--- config.mk ---
export PLATFORM = sky130hd
export DESIGN_NAME = ljpe_queue
export DESIGN_NICKNAME = d
export VERILOG_FILES = /design/src/sv/ljpe_pkg.sv /design/src/sv/ljpe_queue.sv
export SDC_FILE = /design/constraint.sdc
export NUM_CORES = 1
export LEC_CHECK = 0
export BUFFER_PORTS_ARGS = -buffer_cell sky130_fd_sc_hd__buf_2
export CAP_MARGIN = 20
export CELL_PAD_IN_SITES_DETAIL_PLACEMENT = 1
export CELL_PAD_IN_SITES_GLOBAL_PLACEMENT = 2
export CORE_MARGIN = 2
export CORE_UTILIZATION = 51
export CTS_BUF_LIST = sky130_fd_sc_hd__clkbuf_4
export CTS_CLUSTER_SIZE = 24
export DETAILED_ROUTE_END_ITERATION = 10
export GPL_ROUTABILITY_DRIVEN = 0
export PLACE_DENSITY = 0.94
export SKIP_LAST_GASP = 1
export SYNTH_ARGS = -nofsm -noshare
export SYNTH_HDL_FRONTEND = slang
export SYNTH_SLANG_ARGS = --single-unit
--- constraint.sdc ---
create_clock -name clk -period 6.65 [get_ports clk]
set_input_delay 0.9975 -clock clk [delete_from_list [all_inputs] [get_ports clk]]
set_output_delay 0.9975 -clock clk [all_outputs]
set_load 0.03 [all_outputs]
--- src/sv/ljpe_pkg.sv ---
// ----------------------------------------------------------------------------
// ljpe_pkg: shared types and constants of the Lennard-Jones pair energy block
// Mode and word-select codes, the class of a pair request and the request
// record that travels from the front end to the arithmetic back end.
// ----------------------------------------------------------------------------
package ljpe_pkg;

	localparam int DATA_W      = 32;
	localparam int PAIR_TYPE_W = 4;
	localparam int ENERGY_W    = 48;
	localparam int PROD_W      = 64;

	localparam logic [1:0] MODE_WCA    = 2'd0;
	localparam logic [1:0] MODE_LJ     = 2'd1;
	localparam logic [1:0] MODE_LJ_ALT = 2'd2;
	localparam logic [1:0] MODE_LOAD   = 2'd3;

	localparam logic [1:0] WSEL_CUTOFF  = 2'd0;
	localparam logic [1:0] WSEL_SIGMA   = 2'd1;
	localparam logic [1:0] WSEL_EPSILON = 2'd2;

	localparam logic [ENERGY_W-1:0] ENERGY_MAX = {1'b0, {(ENERGY_W-1){1'b1}}};
	localparam logic [ENERGY_W-1:0] ENERGY_MIN = {1'b1, {(ENERGY_W-1){1'b0}}};

	typedef enum logic [1:0] {
		CLS_EVAL,
		CLS_BEYOND,
		CLS_ZERO
	} pair_class_t;

	typedef struct packed {
		pair_class_t       cls;
		logic              wca;
		logic [DATA_W-1:0] dist_sq;
		logic [DATA_W-1:0] sigma_sq;
		logic [DATA_W-1:0] epsilon;
	} pair_req_t;

endpackage

--- src/sv/ljpe_queue.sv ---
// ----------------------------------------------------------------------------
// ljpe_queue: small request queue between front end and back end
// Lets the front end keep accepting while the back end is stalled.
// ----------------------------------------------------------------------------
module ljpe_queue
	import ljpe_pkg::*;
#(
	parameter int DEPTH = 4,
	localparam int PW = (DEPTH > 1) ? $clog2(DEPTH) : 1,
	localparam int CW = $clog2(DEPTH + 1)
) (
	input  logic      clk,
	input  logic      arst_n,
	input  logic      push_valid,
	output logic      push_ready,
	input  pair_req_t push_data,
	output logic      pop_valid,
	input  logic      pop_ready,
	output pair_req_t pop_data
);

	pair_req_t     slot_q [DEPTH];
	logic [PW-1:0] wr_ptr_q;
	logic [PW-1:0] rd_ptr_q;
	logic [CW-1:0] count_q;
	logic          push;
	logic          pop;

	assign push_ready = (count_q != CW'(DEPTH));
	assign pop_valid  = (count_q != '0);
	assign push       = push_valid && push_ready;
	assign pop        = pop_valid && pop_ready;
	assign pop_data   = slot_q[rd_ptr_q];

	always_ff @(posedge clk) begin
		if (push) begin
			slot_q[wr_ptr_q] <= push_data;
		end
	end

	always_ff @(posedge clk or negedge arst_n) begin
		if (!arst_n) begin
			wr_ptr_q <= '0;
			rd_ptr_q <= '0;
			count_q  <= '0;
		end else begin
			if (push) begin
				wr_ptr_q <= (wr_ptr_q == PW'(DEPTH - 1)) ? '0 : wr_ptr_q + 1'b1;
			end
			if (pop) begin
				rd_ptr_q <= (rd_ptr_q == PW'(DEPTH - 1)) ? '0 : rd_ptr_q + 1'b1;
			end
			case ({push, pop})
				2'b10: count_q <= count_q + 1'b1;
				2'b01: count_q <= count_q - 1'b1;
				default: count_q <= count_q;
			endcase
		end
	end

	a_push_count: assert property (@(posedge clk) disable iff (!arst_n)
		(push && !pop) |=> (count_q == $past(count_q) + 1'b1))
		else $error("queue count did not grow on a lone push");

	a_pop_count: assert property (@(posedge clk) disable iff (!arst_n)
		(pop && !push) |=> (count_q == $past(count_q) - 1'b1))
		else $error("queue count did not shrink on a lone pop");

endmodule

# Word level (Yosys, flattened, before mapping)
# Memory sizes are Yosys's and may differ from the RTL's.
# Index checks and enable logic that the tools add are counted.
# totals
register_bits,7
n_memories,1
mem_bits_rw,396
elab_cells,22
output_inout_bits,101
input_bits,103
# op_classes
eq_ne,5
reduce_logical,4
n_addsub,4
mux,5
# mem_list
memory,depth,width,read_ports,rd_clocked_by_memory_dff,wr,line_no,source
slot_q,4,99,1,0,1,ljpe_queue.sv:22,pair_req_t slot_q [DEPTH];
# op_table
op,count
"2-bit equality test, second input constant",3
3-bit one-hot mux with 2 select lines,1
"2-bit by 1-bit adder with 2-bit output, second input constant",2
2-bit 2-to-1 mux,2
"3-bit by 1-bit adder with 3-bit output, second input constant",1
"3-bit != test, second input constant",1
3-bit nonzero test,1
"3-bit by 1-bit subtractor with 3-bit output, second input constant",1
"2-bit by 1-bit equality test with 1-bit output, second input constant",1
1-bit logical AND,2
1-bit 2-to-1 mux,2
2-bit nonzero test,1

# Longest topological paths before layout
# Gate-level depths: netlist of run 1.
# depth
depth_word,4
depth_mapped,9
ltp_nobuf,9

# Worst setup path after synthesis of run 1
# No wires, ideal clock.
# synth_path
kind,input -> register
startpoint,input push_valid
endpoint,"memory slot_q[0][0] (netlist bit), enable pin"
required_time_ps,6237
arrival_ps,2272
stages,1
slack_ps,3965
n_path_buf,0
cell_sequence,and3_2
# synth_via
elab_chain_cells,3
# synth_rtl
item,line_no,source
"start, declared",ljpe_queue.sv:14,"input logic push_valid,"
1-bit logical AND,ljpe_queue.sv:31,assign push = push_valid && push_ready;
1-bit 2-to-1 mux,ljpe_queue.sv:36,if (push) begin
1-bit 2-to-1 mux (implied by the code),ljpe_queue.sv:37,slot_q[wr_ptr_q] <= push_data;
"end, declared",ljpe_queue.sv:22,
# Every way passes these cells.

==> qor.csv, run 1 <==
metric,value,unit
Detailed Route Iter0 Violations,408,
Layout Nets,955,
count of cell types in the netlist,21,
via density per instance,5.34,
Hold WC Path Type,input pin to asynchronous set/reset pin,
post-DP HPWL,17.9,mm
Worst Path Required,5.65,ns
reg-to-reg setup timing slack,4.02,ns
prevailing post-synth register cell,edfxtp_1,
Sum Neg Setup Slack,0,ns
share of cells above drive strength 1,0.513,
critical path cell sequence,buf_12 > mux4_2 > buf_2,
CP Capture Point,pop_data[41],
commonest cells in the netlist,"edfxtp_1, mux4_2, buf_4",
WP depth,3,
CTS Sinks,403,
final-report setup violation count,0,
Achievable Freq,0.248,GHz
GRT Util Overall,0.204,
clk_skew,0.0393,ns
number of flops mapped to enable cells by yosys,396,
sequential-to-total area share from yosys stat,0.821,
initial antenna violation count,4,
DRC,0,
slowest CP cell,dfrtp_4,
R2R depth,3,
"Net Count, Synth",667,
most common cell in the synthesized netlist,edfxtp_1,
H-tree Lvls,3,
Num CTS Buffers,99,
I/O pin count,204,
Worst-Margin Slew,1.06,ns
die height,174,µm
Pre-antenna DRT Iters,4,
post-CTS sizing,0,
number of I/O port buffers,203,
crit path launch,rd_ptr_q[0]$_DFFE_PN0P_,
overall routed net length,29.9,mm
footprint of the multi-input gates,0.00250,mm²
# rows,62,
Critical Path AT,3.04,ns
crit path time final,4.04,ns
Reg2Reg Capture Point,slot_q[3][95]$_DFFE_PP_,
Final period util,0.607,
largest net degree at the start of global routing,68,
max incr delay on CP,0.99,ns
reg2reg start,count_q[2]$_DFFE_PN0P_,
CTS tree,done,
WHS,0.151,ns
via count,6948,
Startpoint Class,flip-flop,
area growth from synthesis to layout,18.2,%
register area,0.0121,mm²
Fillers,2462,
Post-synth ARST share,0.0174,
setup repair bufs after CTS,0,
global-route wire length before repair,46.3,mm
final setup margin,2.61,ns
status,finished clean,
#FFs+latches synth,403,
Die ar.,0.0302,mm²
vias in the first global route,7953,
Leak,6.05,nW
CTS Hold Bufs,0,
Synth top area share,0.809,
Core Area,0.0285,mm²
Synth area leaders,"edfxtp_1, mux4_2, dfrtp_1",
Pwr per Cell Area,479,mW/mm²
Post-Syn Area per Cell,26.4,µm²
max_cap viols,0,
CP Buf/Inv Count,2,
Die X,174,µm
CP max FO,60,
Worst-path clk slew,0.06,ns
cells after synthesis,557,
"CP delay by family, top",flip-flops,
crit path kind,flip-flop to primary output,
Fin. Hold Viols,0,
fin util,0.609,
WL/cell,23.0,µm
slew margin rel.,0.296,
Ys Warns,0,
Initial Utilization,0.515,
max-slew violations,0,
CTS root buf,clkbuf_4,
ANT nets after route,0,
Peak VDD IR,0.280,mV
Post-Place Worst Slack,3.22,ns
RSZ-0062 raised after global routing,false,
Synth area leader,edfxtp_1,
grt total ovfl,0,
Worst setup EP type,primary output,
Clock Path Buffers,3,
synthesized cell area,0.0147,mm²
Worst-Skew Late Latency,0.70,ns
==> layout by cell type (no fill, tap or decap), drive strengths merged, types with 2 or more instances in the layout <==
cell    instances
and3            4
edfxtp        396
clkinv         25
inv             9
xor2            2
dfrtp           7
clkbuf        142
nor2            3
mux2            4
ha              6
mux4           99
buf           209
diode           3
==> stage by stage <==
step / total power (W) / area [µm²] / std cells
floorplan: 0.00564 / 14700 / 557
global placement: 0.00638 / 16200 / 1128
finish: 0.00833 / 17400 / 1302
detailed placement: 0.00649 / 16200 / 1128
global route: 0.00874 / 17400 / 1301
CTS: 0.00847 / 17400 / 1299
==> where the power goes <==
group          switching [W]  internal, W
sequential          0.000258      0.00336
clock               0.000934      0.00102
combinational        0.00174      0.00101
total                0.00294      0.00539
==> cell families after synthesis <==
family                   count (synthesis)  synth area share
multiplexers                           104             0.156
adder cells (fa/ha/maj)                  7           0.00647
buffers and inverters                   29            0.0100
XOR/XNOR                                 3           0.00179
AND/OR/NAND/NOR                         11           0.00494
flip-flops                             403             0.821
==> final cells by class <==
class | instances | area share
diodes | 3 | 0.000432
clock buffers | 142 | 0.0613
clock inverters | 29 | 0.00864
inverters | 7 | 0.00151
multi-input cells | 125 | 0.144
flip-flops and latches | 403 | 0.695
well taps | 384 | 0.0276
repair buffers | 209 | 0.0618
==> sequential cells by signal, indices dropped and copies added (netlist names) <==
| signal | flops |
|---|---|
| count_q | 3 |
| slot_q | 396 |
| wr_ptr_q | 2 |
| rd_ptr_q | 2 |
==> how the worst min path moves through the flow <==
stage	start	endpoint	slack [ns]	cells after the start
global placement	count_q[2]$_DFFE_PN0P_	count_q[2]$_DFFE_PN0P_	0.46	1
global route	arst_n	rd_ptr_q[0]$_DFFE_PN0P_	0.11	1
CTS	arst_n	count_q[1]$_DFFE_PN0P_	0.08	1
floorplan	count_q[2]$_DFFE_PN0P_	count_q[2]$_DFFE_PN0P_	0.45	1
detailed placement	count_q[2]$_DFFE_PN0P_	count_q[2]$_DFFE_PN0P_	0.53	1
finish	arst_n	rd_ptr_q[0]$_DFFE_PN0P_	0.15	1
==> layer usage <==
layer  vias up  global-route usage  share of wire
met5         -                   0        0.00077
met4         4              0.0739          0.020
met3        53              0.0570          0.067
met2       277               0.346           0.52
met1      3581               0.254           0.40
li1       3033                   -              -
Power figures use the tool's default switching activity.
==> run 2: changes to the inputs <==
CORE_UTILIZATION = 42   (was 51)
PLACE_DENSITY = 0.83   (was 0.94)
clock period = 3.4 ns   (was 6.65 ns; I/O delays follow)
==> qor.csv, run 2 (synthesis gave the netlist of run 1 again) <==
metric,value,unit
RSZ-0062 raised after global routing,false,
Clock Path Buffers,3,
Peak VDD IR,0.524,mV
most frequent cells in the layout,"edfxtp_1, buf_2, clkbuf_4, dlygate4sd3_1, mux4_2",
H-tree Lvls,3,
via count,7433,
crit path kind,flip-flop to primary output,
Layout Nets,1068,
Placed Cells,1206,
largest net degree at the start of global routing,100,
I/O pin count,204,
Pwr per Cell Area,901,mW/mm²
met1 GRT Util,0.207,
top flop regs,"slot_q x396, count_q x3",
number of I/O port buffers,203,
Sum Neg Setup Slack,0,ns
Final period util,0.923,
crit path time final,3.14,ns
ANT nets after route,0,
Worst Path Required,2.89,ns
most crowded layer after global routing,met2,
initial antenna violation count,4,
vias in the first global route,8604,
Comb power frac,0.340,
non-filler instance count after layout,1498,
Initial Utilization,0.426,
Largest register FFs,396,
final-report setup violation count,0,
Worst setup EP type,primary output,
Hold WC Path Type,input pin to asynchronous set/reset pin,
# rows,68,
WHS,0.146,ns
Fillers,3147,
switching power share of the total,0.349,
status,finished clean,
Achievable Freq,0.319,GHz
max_cap viols,0,
Critical Path AT,2.63,ns
share of cells above drive strength 1,0.476,
Sw Pwr,0.00590,W
overall routed net length,31.6,mm
Detailed Route Iter0 Violations,322,
global-route wire length before repair,48.3,mm
GRT met2 Usage,0.311,
sequential power share,0.413,
Num CTS Buffers,105,
"Most flops, register",slot_q,
Worst-Skew Late Latency,0.76,ns
P_int,0.0110,W
post-CTS sizing,0,
Worst-path clk slew,0.07,ns
CTS tree,done,
max-slew violations,0,
Die X,191,µm
slew margin rel.,0.435,
WL/cell,21.1,µm
die height,191,µm
grt total ovfl,0,
via density per instance,4.96,
Core Area,0.0345,mm²
DRC,0,
Leak,6.61,nW
Pre-antenna DRT Iters,7,
M3 GR Usage,0.0509,
Die ar.,0.0365,mm²
CP max FO,51,
Worst-Margin Slew,0.848,ns
Fin. Hold Viols,0,
clk_skew,0.0369,ns
post-DP HPWL,18.1,mm
CTS Sinks,403,
Startpoint Class,flip-flop,
CTS Hold Bufs,100,
clock power share,0.247,
setup repair bufs after CTS,0,
GRT Util Overall,0.178,
CTS root buf,clkbuf_4,
area growth from synthesis to layout,27.7,%
"most common cell after layout, fill and taps aside",edfxtp_1,
-- run 2: worst paths after layout --
path	from	endpoint	slack, ns	depth (start not counted)
max	rd_ptr_q[1]$_DFFE_PN0P_	pop_data[64]	0.26	3
min	arst_n	count_q[0]$_DFFE_PN0P_	0.15	2
max reg2reg	count_q[0]$_DFFE_PN0P_	count_q[2]$_DFFE_PN0P_	1.18	9
min reg2reg	count_q[2]$_DFFE_PN0P_	count_q[2]$_DFFE_PN0P_	0.49	1
max in group asynchronous	arst_n	rd_ptr_q[0]$_DFFE_PN0P_	3.07	2
min in group clk	pop_ready	rd_ptr_q[1]$_DFFE_PN0P_	0.20	3
-- run 2: final cells by class --
class	count	area, µm²	area share
multi-input combinational	125	2500	0.133
tap	455	569	0.0303
clock buffer	158	1190	0.0632
timing repair buffer	316	2230	0.119
clock inverter	31	186	0.00993
inverter	7	26.3	0.00140
sequential	403	12100	0.643
antenna	3	7.51	0.000400
-- run 2: stage by stage --
step                total power (W)   util  worst slack [ns]  area (µm²)
finish                       0.0169  0.544             0.261       18800
global route                 0.0178  0.544             0.103       18800
CTS                          0.0172  0.543             0.108       18800
detailed placement           0.0129  0.475              1.00       16400
global placement             0.0127  0.475              1.03       16400
floorplan                    0.0110      -             0.991       14700
-- run 2: layer usage --
layer  vias to the layer above  wire length (µm)
met5                         -                16
met4                         2               626
met2                       225             16600
met3                        51              1750
li1                       3276                 -
met1                      3879             12600
-- run 2: worst max-delay path, cell delays in order, from the launching register on --
cell	delay (ns)
dfrtp_4	0.99
buf_12	0.29
mux4_2	0.37
buf_2	0.21
-- run 2: power groups by stage --
stage               Combinational, W  Sequential (W)  Clock, W
global route                 0.00611         0.00708   0.00457
detailed placement           0.00575         0.00711         0
global placement             0.00569         0.00703         0
CTS                          0.00586         0.00701   0.00431
floorplan                    0.00420         0.00683         0
finish                       0.00574         0.00699   0.00418
