<file path="config.mk">
export PLATFORM = sky130hd
export DESIGN_NAME = ljpe_front
export DESIGN_NICKNAME = d
export VERILOG_FILES = /design/src/sv/ljpe_pkg.sv /design/src/sv/ljpe_ram.sv /design/src/sv/ljpe_front.sv
export SDC_FILE = /design/constraint.sdc
export NUM_CORES = 2
export LEC_CHECK = 0
export BUFFER_PORTS_ARGS = -buffer_cell sky130_fd_sc_hd__buf_2
export CORE_ASPECT_RATIO = 0.7
export CORE_UTILIZATION = 50
export DETAILED_ROUTE_END_ITERATION = 10
export GPL_TIMING_DRIVEN = 0
export PLACE_DENSITY = 0.66
export SLEW_MARGIN = 40
export SYNTH_ARGS = -nofsm -noshare
export SYNTH_HDL_FRONTEND = slang
export SYNTH_SLANG_ARGS = --single-unit
export TNS_END_PERCENT = 20
</file>
<file path="constraint.sdc">
create_clock -name clk -period 16 [get_ports clk]
set_input_delay 2.4 -clock clk [delete_from_list [all_inputs] [get_ports clk]]
set_output_delay 2.4 -clock clk [all_outputs]
set_load 0.02 [all_outputs]
</file>
<file path="src/sv/ljpe_pkg.sv">
// ----------------------------------------------------------------------------
// ljpe_pkg: shared types and constants of the Lennard-Jones pair energy block
// Mode and word-select codes, the class of a pair request and the request
// record that travels from the front end to the arithmetic back end.
// ----------------------------------------------------------------------------
package ljpe_pkg;

	localparam int DATA_W      = 32;
	localparam int PAIR_TYPE_W = 4;
	localparam int ENERGY_W    = 48;
	localparam int PROD_W      = 64;

	localparam logic [1:0] MODE_WCA    = 2'd0;
	localparam logic [1:0] MODE_LJ     = 2'd1;
	localparam logic [1:0] MODE_LJ_ALT = 2'd2;
	localparam logic [1:0] MODE_LOAD   = 2'd3;

	localparam logic [1:0] WSEL_CUTOFF  = 2'd0;
	localparam logic [1:0] WSEL_SIGMA   = 2'd1;
	localparam logic [1:0] WSEL_EPSILON = 2'd2;

	localparam logic [ENERGY_W-1:0] ENERGY_MAX = {1'b0, {(ENERGY_W-1){1'b1}}};
	localparam logic [ENERGY_W-1:0] ENERGY_MIN = {1'b1, {(ENERGY_W-1){1'b0}}};

	typedef enum logic [1:0] {
		CLS_EVAL,
		CLS_BEYOND,
		CLS_ZERO
	} pair_class_t;

	typedef struct packed {
		pair_class_t       cls;
		logic              wca;
		logic [DATA_W-1:0] dist_sq;
		logic [DATA_W-1:0] sigma_sq;
		logic [DATA_W-1:0] epsilon;
	} pair_req_t;

endpackage

</file>
<file path="src/sv/ljpe_ram.sv">
// ----------------------------------------------------------------------------
// ljpe_ram: generic single-port-write, single-port-read memory
// One write and one registered read per cycle.
// ----------------------------------------------------------------------------
module ljpe_ram #(
	parameter int WIDTH = 32,
	parameter int DEPTH = 32,
	localparam int AW = (DEPTH > 1) ? $clog2(DEPTH) : 1
) (
	input  logic             clk,
	input  logic             we,
	input  logic [AW-1:0]    waddr,
	input  logic [WIDTH-1:0] wdata,
	input  logic             re,
	input  logic [AW-1:0]    raddr,
	output logic [WIDTH-1:0] rdata
);

	logic [WIDTH-1:0] mem [DEPTH];
	logic [WIDTH-1:0] rdata_q;

	always_ff @(posedge clk) begin
		if (we) begin
			mem[waddr] <= wdata;
		end
		if (re) begin
			rdata_q <= mem[raddr];
		end
	end

	assign rdata = rdata_q;

endmodule

</file>
<file path="src/sv/ljpe_front.sv">
// ----------------------------------------------------------------------------
// ljpe_front: request intake, parameter tables and pair classification
// Writes table words for load requests, reads the three tables for pair
// requests and sorts each pair into beyond cutoff, zero distance or evaluate.
// ----------------------------------------------------------------------------
module ljpe_front
	import ljpe_pkg::*;
#(
	parameter int PAIR_TYPES = 16
) (
	input  logic                   clk,
	input  logic                   arst_n,
	input  logic                   in_valid,
	output logic                   in_ready,
	input  logic [1:0]             mode,
	input  logic [DATA_W-1:0]      distance_squared,
	input  logic [PAIR_TYPE_W-1:0] pair_type,
	input  logic                   table_set,
	input  logic [1:0]             word_select,
	input  logic [DATA_W-1:0]      load_value,
	output logic                   req_valid,
	input  logic                   req_ready,
	output pair_req_t              req
);

	localparam int TABLE_DEPTH = 2 * PAIR_TYPES;
	localparam int AW          = $clog2(TABLE_DEPTH);
	localparam int TW          = (PAIR_TYPES > 1) ? $clog2(PAIR_TYPES) : 1;
	localparam int TYPE_CODES  = 2 ** PAIR_TYPE_W;

	logic [TW-1:0]     type_mod [TYPE_CODES];
	logic              is_load;
	logic              accept;
	logic              set_sel;
	logic [AW-1:0]     tbl_addr;
	logic              rd_en;
	logic              we_cut;
	logic              we_sig;
	logic              we_eps;
	logic [DATA_W-1:0] cut_rd;
	logic [DATA_W-1:0] sig_rd;
	logic [DATA_W-1:0] eps_rd;
	logic              fv_s1;
	logic              wca_s1;
	logic [DATA_W-1:0] d2_s1;

	// Pair type folded into the configured number of types.
	for (genvar i = 0; i < TYPE_CODES; i++) begin : g_type_mod
		assign type_mod[i] = TW'(i % PAIR_TYPES);
	end

	assign is_load  = (mode == MODE_LOAD);
	assign in_ready = !fv_s1 || req_ready;
	assign accept   = in_valid && in_ready;
	assign set_sel  = is_load ? table_set : (mode == MODE_LJ_ALT);
	assign tbl_addr = AW'(type_mod[pair_type]) + (set_sel ? AW'(PAIR_TYPES) : AW'(0));

	assign rd_en  = accept && !is_load;
	assign we_cut = accept && is_load && (word_select == WSEL_CUTOFF);
	assign we_sig = accept && is_load && (word_select == WSEL_SIGMA);
	assign we_eps = accept && is_load && (word_select == WSEL_EPSILON);

	ljpe_ram #(.WIDTH(DATA_W), .DEPTH(TABLE_DEPTH)) u_cutoff_ram (
		.clk   (clk),
		.we    (we_cut),
		.waddr (tbl_addr),
		.wdata (load_value),
		.re    (rd_en),
		.raddr (tbl_addr),
		.rdata (cut_rd)
	);

	ljpe_ram #(.WIDTH(DATA_W), .DEPTH(TABLE_DEPTH)) u_sigma_ram (
		.clk   (clk),
		.we    (we_sig),
		.waddr (tbl_addr),
		.wdata (load_value),
		.re    (rd_en),
		.raddr (tbl_addr),
		.rdata (sig_rd)
	);

	ljpe_ram #(.WIDTH(DATA_W), .DEPTH(TABLE_DEPTH)) u_epsilon_ram (
		.clk   (clk),
		.we    (we_eps),
		.waddr (tbl_addr),
		.wdata (load_value),
		.re    (rd_en),
		.raddr (tbl_addr),
		.rdata (eps_rd)
	);

	always_ff @(posedge clk or negedge arst_n) begin
		if (!arst_n) begin
			fv_s1 <= 1'b0;
		end else if (in_ready) begin
			fv_s1 <= in_valid && !is_load;
		end
	end

	always_ff @(posedge clk) begin
		if (rd_en) begin
			wca_s1 <= (mode == MODE_WCA);
			d2_s1  <= distance_squared;
		end
	end

	always_comb begin
		req.wca      = wca_s1;
		req.dist_sq  = d2_s1;
		req.sigma_sq = sig_rd;
		req.epsilon  = eps_rd;
		if (d2_s1 > cut_rd) begin
			req.cls = CLS_BEYOND;
		end else if (d2_s1 == '0) begin
			req.cls = CLS_ZERO;
		end else begin
			req.cls = CLS_EVAL;
		end
	end

	assign req_valid = fv_s1;

endmodule

</file>
Word level (Yosys, flattened, before mapping) --
Memory sizes are Yosys's and may differ from the RTL's. A register that Yosys moved wholly into a read port is not among the register bits. Cells that the tools add are included.
Word-level totals: output and inout bits 101, ROM bits 64, memory bits (writable) 3072, memories kept 4, register bits 34
Cells by class: magnitude comparators 2, equality and inequality tests 4, bitwise gates (word level) 1, multiplexer cells 12, reduce and logical (&&, ||, !) cells 13, add/subtract/negate cells 1
Memory list:
- u_cutoff_ram.mem | depth 32, width 32, read ports 1, clocked after Yosys merged registers in 1, write ports 1, line ljpe_ram.sv:19 | logic [WIDTH-1:0] mem [DEPTH];
- u_epsilon_ram.mem | depth 32, width 32, read ports 1, clocked after Yosys merged registers in 1, write ports 1, line ljpe_ram.sv:19
- u_sigma_ram.mem | depth 32, width 32, read ports 1, clocked after Yosys merged registers in 1, write ports 1, line ljpe_ram.sv:19
- (name not given) | depth 16, width 4, read ports 1, clocked after Yosys merged registers in 0, write ports 0, line ljpe_front.sv:56 | assign tbl_addr = AW'(type_mod[pair_type]) + (set_sel ? AW'(PAIR_TYPES) : AW'(0));
Operators by type and width (number):
- $gt 32x32->1 | 1
- $logic_not 32->1 | 1
- $mux 4 | 2
- $logic_and 1x1->1 | 7
- $mux 1 | 7
- $eq 2x2->1 const B | 3
- $add 4x5->5 | 1
- $ge 5x5->1 const B | 1
- $mux 5 | 1
- $not 4->5 | 1
- $logic_not 2->1 | 2
- $mux 2 | 2
- $eq 2x1->1 const B | 1
- $logic_not 1->1 | 2
- $logic_or 1x1->1 | 1

Logic depth before layout (Yosys ltp) --
depth in word-level cells 7, gate-level depth with buffers 9

Hierarchy --
Synthesis repeated with hierarchy kept, for this count alone.
Unflattened totals: cell total of the unflattened synthesis 6957, area total of the unflattened synthesis 124448.1 um^2
Modules (own cells, without submodules):
- ljpe_ram | area each 40805.4 um^2, cells each 2260, sequential area each 31710.4 um^2, instances 3
- ljpe_front | area each 2031.9 um^2, cells each 177, sequential area each 1016.0 um^2, instances 1

Worst setup path before layout --
No wires, ideal clock.
path kind input to register, start point in req_ready, end point reg d2_s1[0], enable pin, cell stages on the path 3, arrival time 8129 ps, path slack 7253 ps, data required time 15382 ps, path through nand2b_1 nand2_1 nor2_1
Between the ends: longest elaborated chain between the ends 3
RTL lines:
- from (decl) | line ljpe_front.sv:22 | input logic req_ready,
- $logic_or 1x1->1 | line ljpe_front.sv:53 | assign in_ready = !fv_s1 || req_ready;
- $logic_and 1x1->1 | line ljpe_front.sv:54 | assign accept = in_valid && in_ready;
- $logic_and 1x1->1 | line ljpe_front.sv:58 | assign rd_en = accept && !is_load;
- named net rd_en | line ljpe_front.sv:36 | logic rd_en;
- to (signal assigned) | line ljpe_front.sv:104 | d2_s1 <= distance_squared;
- to (decl) | line ljpe_front.sv:45 | logic [DATA_W-1:0] d2_s1;
The timed path passes the listed nets, and every way through them passes these cells. A chain may end at the register's enable or synchronous reset.

Worst setup path in the final report --
start point in pair_type[1], end point mem u_epsilon_ram.mem[7][3], enable pin
Between the ends: longest elaborated chain between the ends 5
RTL lines:
- from (decl) | line ljpe_front.sv:17 | input logic [PAIR_TYPE_W-1:0] pair_type,
- $not 4->5 (not written as such) | line ljpe_front.sv:56
- $mem_v2 16x4
- $mux 4 (not written as such) (2 in a row) | line ljpe_front.sv:56
- $add 4x5->5 | line ljpe_front.sv:56
- to (decl) | line ljpe_ram.sv:19
Every way passes these cells. The select of a mux whose other input is x is not followed.

==> results.md <==
- Yosys Warn Count: 0
- Critical Path Fanout Max: 10
- Crit share post-route: 41.70%
- Peak supply drop: ~0.000096 V
- Fillers: approximately 17000
- I/O Pins: 178
- Clk_skew: between 30 and 40 ps
- Vias: 65448
- Die Y-Extent: between 400 and 500 um
- Clock-pin slew of the registers on the worst-case setup and hold paths: 60 ps
- Max Cap Viol: 0
- Synthesized Nets: around 5100
- DRT iter0 DRCs: between 10000 and 15000
- First-pass GRT wire length: around 520 mm
- DP HPWL: 278.6 mm
- Num rows: 150
- Most numerous cell on the critical path: buf_2
- Outcome: complete, no violations
- Placed standard-cell area: 133000 um2
- Gr usage total: approximately a third
- Setup Buffers After CTS: 0
- CTS hold repair buffers: 0
- Initial antenna violation count: 24
- TritonCTS clock tree: done
- Distinct cells, synth: 40
- Worst path cell trace: buf_2, buf_4, buf_2, buf_2, buf_2, nand2_1, clkbuf_1, nor3_2, buf_4, buf_4, buf_2, buf_4, buf_2
- Setup TNS: 0 ps
- Synthesized cell area: 120400 um2
- Synth area leaders: edfxtp_1, mux4_2, a22oi_1, clkbuf_1, nor3_1
- DRT antenna net count: 0
- Non-Filler Instances: just under 10000
- Leak: ~47 nW
- Multi-input logic area: between 20000 and 25000 um2
- Vias per cell: between 6 and 7
- CTS Buf Count: around 300
- Register bit total from synthesis: between 3000 and 4000
- Initial Util: approximately half
- Most common cell in the netlist: edfxtp_1
- Worst skew pair latency: just under 900 ps
- DR WL/cell: around 40 um
- Worst slew margin: about a third
- Share of cells above drive strength 1: between 30% and 40%
- RSZ-0062 raised after global routing: false
- Register area: 96150 um2
- Final RePlAce weighted congestion: around 0.9
- CP peak stage delay: between 700 and 800 ps
- Grt ovf: 0
- Slew @ Worst Pin: 1000 ps
- Crit-path leading delay family: buffers and inverters
- Post-synthesis cell count: 5022
- Number of enable flip-flop cells after synthesis: between 3000 and 4000
- Crit path buf inv count: 11
- Data required, critical path: roughly 17000 ps
- Hold crit path type: flip-flop to flip-flop
- Port Buf Inserts: between 150 and 200
- Register area share after synthesis: 79.87%
- Final Net Count: 6428
- Commonest cells post-synth: edfxtp_1, mux4_2, a22oi_1
- CTS Buffer Depth: 4
- DRC: 0
- Final Hold Fails: 0
- CP Launch Type: input port
- Max Slew Vio Count: 0
- Crit-path slowest cell: buf_2
- Post-route cell area: between 100000 and 150000 um2
- Share of the synthesized area in the top cell type: approximately 80%
- Total iterations of the first detailed-routing run: 8
- Dominant cell type by area after synthesis: edfxtp_1
- Post-layout min period: ~6700 ps
- Die width: around 590 um
- Area of the die: 242700 um2
- Arr. time, crit path: about 7200 ps
- Highest Clock Rate: 149.9 MHz
- Total Wirelength: 387.9 mm
- Synth async-reset ratio: less than 1%
- Largest net degree at the start of global routing: between 90 and 100
- Mean Syn Cell Area: 23.97 um2
- Placed Cells: between 9000 and 10000
- # clock sinks: about 3200
- H-Tree Depth: 5
- Post_cts resized: 0
- Crit path kind: input port to flip-flop
- Final setup fails: 0
- CP Capture Type: flip-flop
- Pwr dens: 122.0 nW/um2
- CORE AREA: roughly 240000 um2
- Vias in the first global route: 62536
- Clk root buf: clkbuf_16
- Ys flop type: edfxtp_1
- Area grow syn2layout: 18.49%
-- state kept, by name, indices dropped and copies added (netlist names) --
name / count
u_epsilon_ram.rdata: 32
u_cutoff_ram.mem: 1024
u_sigma_ram.mem: 1024
u_sigma_ram.rdata: 32
u_epsilon_ram.mem: 1024
wca_s1: 1
u_cutoff_ram.rdata: 32
req_valid: 1
d2_s1: 32
-- layout by cell type, fill, tap and decap left out, types with 3 or more instances in the layout --
master	synthesis	layout
edfxtp_1	3201	3201
mux4_2	795	795
buf_4	26	535
buf_2	83	465
clkbuf_16	0	313
a22oi_1	282	282
clkbuf_1	145	102
nor3_2	0	96
clkbuf_2	0	82
nand4_1	67	67
nor2_1	59	55
clkinv_1	0	55
buf_16	0	55
buf_6	8	53
clkinv_2	0	43
inv_1	36	36
nand3_1	34	34
ha_1	32	32
mux2i_1	25	25
bufinv_16	0	25
o32a_1	23	23
nand2_1	18	18
clkbuf_4	0	18
clkinvlp_4	0	14
a21oi_1	13	13
buf_8	1	12
inv_6	0	12
mux2_2	11	11
diode_2	0	9
nor4_1	10	9
nand2b_1	8	8
buf_12	0	7
clkinv_4	0	5
nor2_4	0	4
o21ai_0	4	4
clkinv_8	0	4
a221o_1	3	3
or3_1	3	3
-- worst register-to-register path: cells and delay by family, from the launching register on --
family                 cells  cell delay [ps]
flip-flops                 1              370
AND/OR/NAND/NOR            4             1440
buffers and inverters      7             1800
-- through the flow --
step | hold slack [ps] | util, % | worst slack (ps) | total power (W)
after floorplan | 721.0 | - | 7253 | 0.009889
after global placement | 527.8 | 52.38 | 2060 | 0.01035
after detailed placement | 569.9 | 55.64 | 8810 | 0.01041
after CTS | 586.9 | 59.64 | 9693 | 0.01741
after global routing | 627.0 | 59.65 | 9523 | 0.01774
final | 594.2 | 59.65 | 9327 | 0.01740
-- worst paths after layout --
path / from / endpoint / slack (ps) / cells past startpoint
setup / recovery: pair_type[1] / u_epsilon_ram.mem[7][3] / 9330 / 13
hold / removal: req_valid / req_valid / 590 / 2
setup reg to reg: req_valid / u_sigma_ram.mem[9][14] / 12100 / 11
hold reg to reg: req_valid / req_valid / 590 / 2
max in group asynchronous: arst_n / req_valid / 14620 / 1
min in group asynchronous: arst_n / req_valid / 1300 / 1
-- kinds of logic (layout without fill, tap and decap cells) --
family                   count (synthesis)  after routing  synth area share, %
multiplexers                           831            831                15.18
flip-flops                            3202           3202                79.87
other                                    0              9                    0
AO/OA/AOI/OAI                          333            333                2.099
adder cells (fa/ha/maj)                 32             32               0.3326
AND/OR/NAND/NOR                        304            304                1.286
buffers and inverters                  320           1840                1.224
-- layout make-up --
| class | instances | share of cell area, % |
|---|---|---|
| Timing Repair Buffer | 991 | 5.587 |
| Multi-Input combinational cell | 1500 | 16.31 |
| Clock buffer | 369 | 5.639 |
| Antenna cell | 9 | 0.01579 |
| Sequential cell | 3202 | 67.41 |
| Buffer | 284 | 1.074 |
| Clock inverter | 160 | 1.068 |
| Inverter | 36 | 0.09474 |
| Tap cell | 3192 | 2.800 |
-- routing by layer --
layer  vias to the layer above  wire length [um]  GRT usage (%)
li1                      24399                 -              -
met5                         -               400         0.8392
met1                     34476            142900          45.72
met2                      5729            163100          44.42
met3                       824             64160          12.23
met4                        20             17370          12.59
-- where the power goes --
part	leakage, nW	internal (W)	switching (W)
combinational	13.4	0.000323	0.000652
clock	4.65	0.00400	0.00315
sequential	28.8	0.00926	0.0000128
No activity file was read; power rests on OpenSTA's default activity.
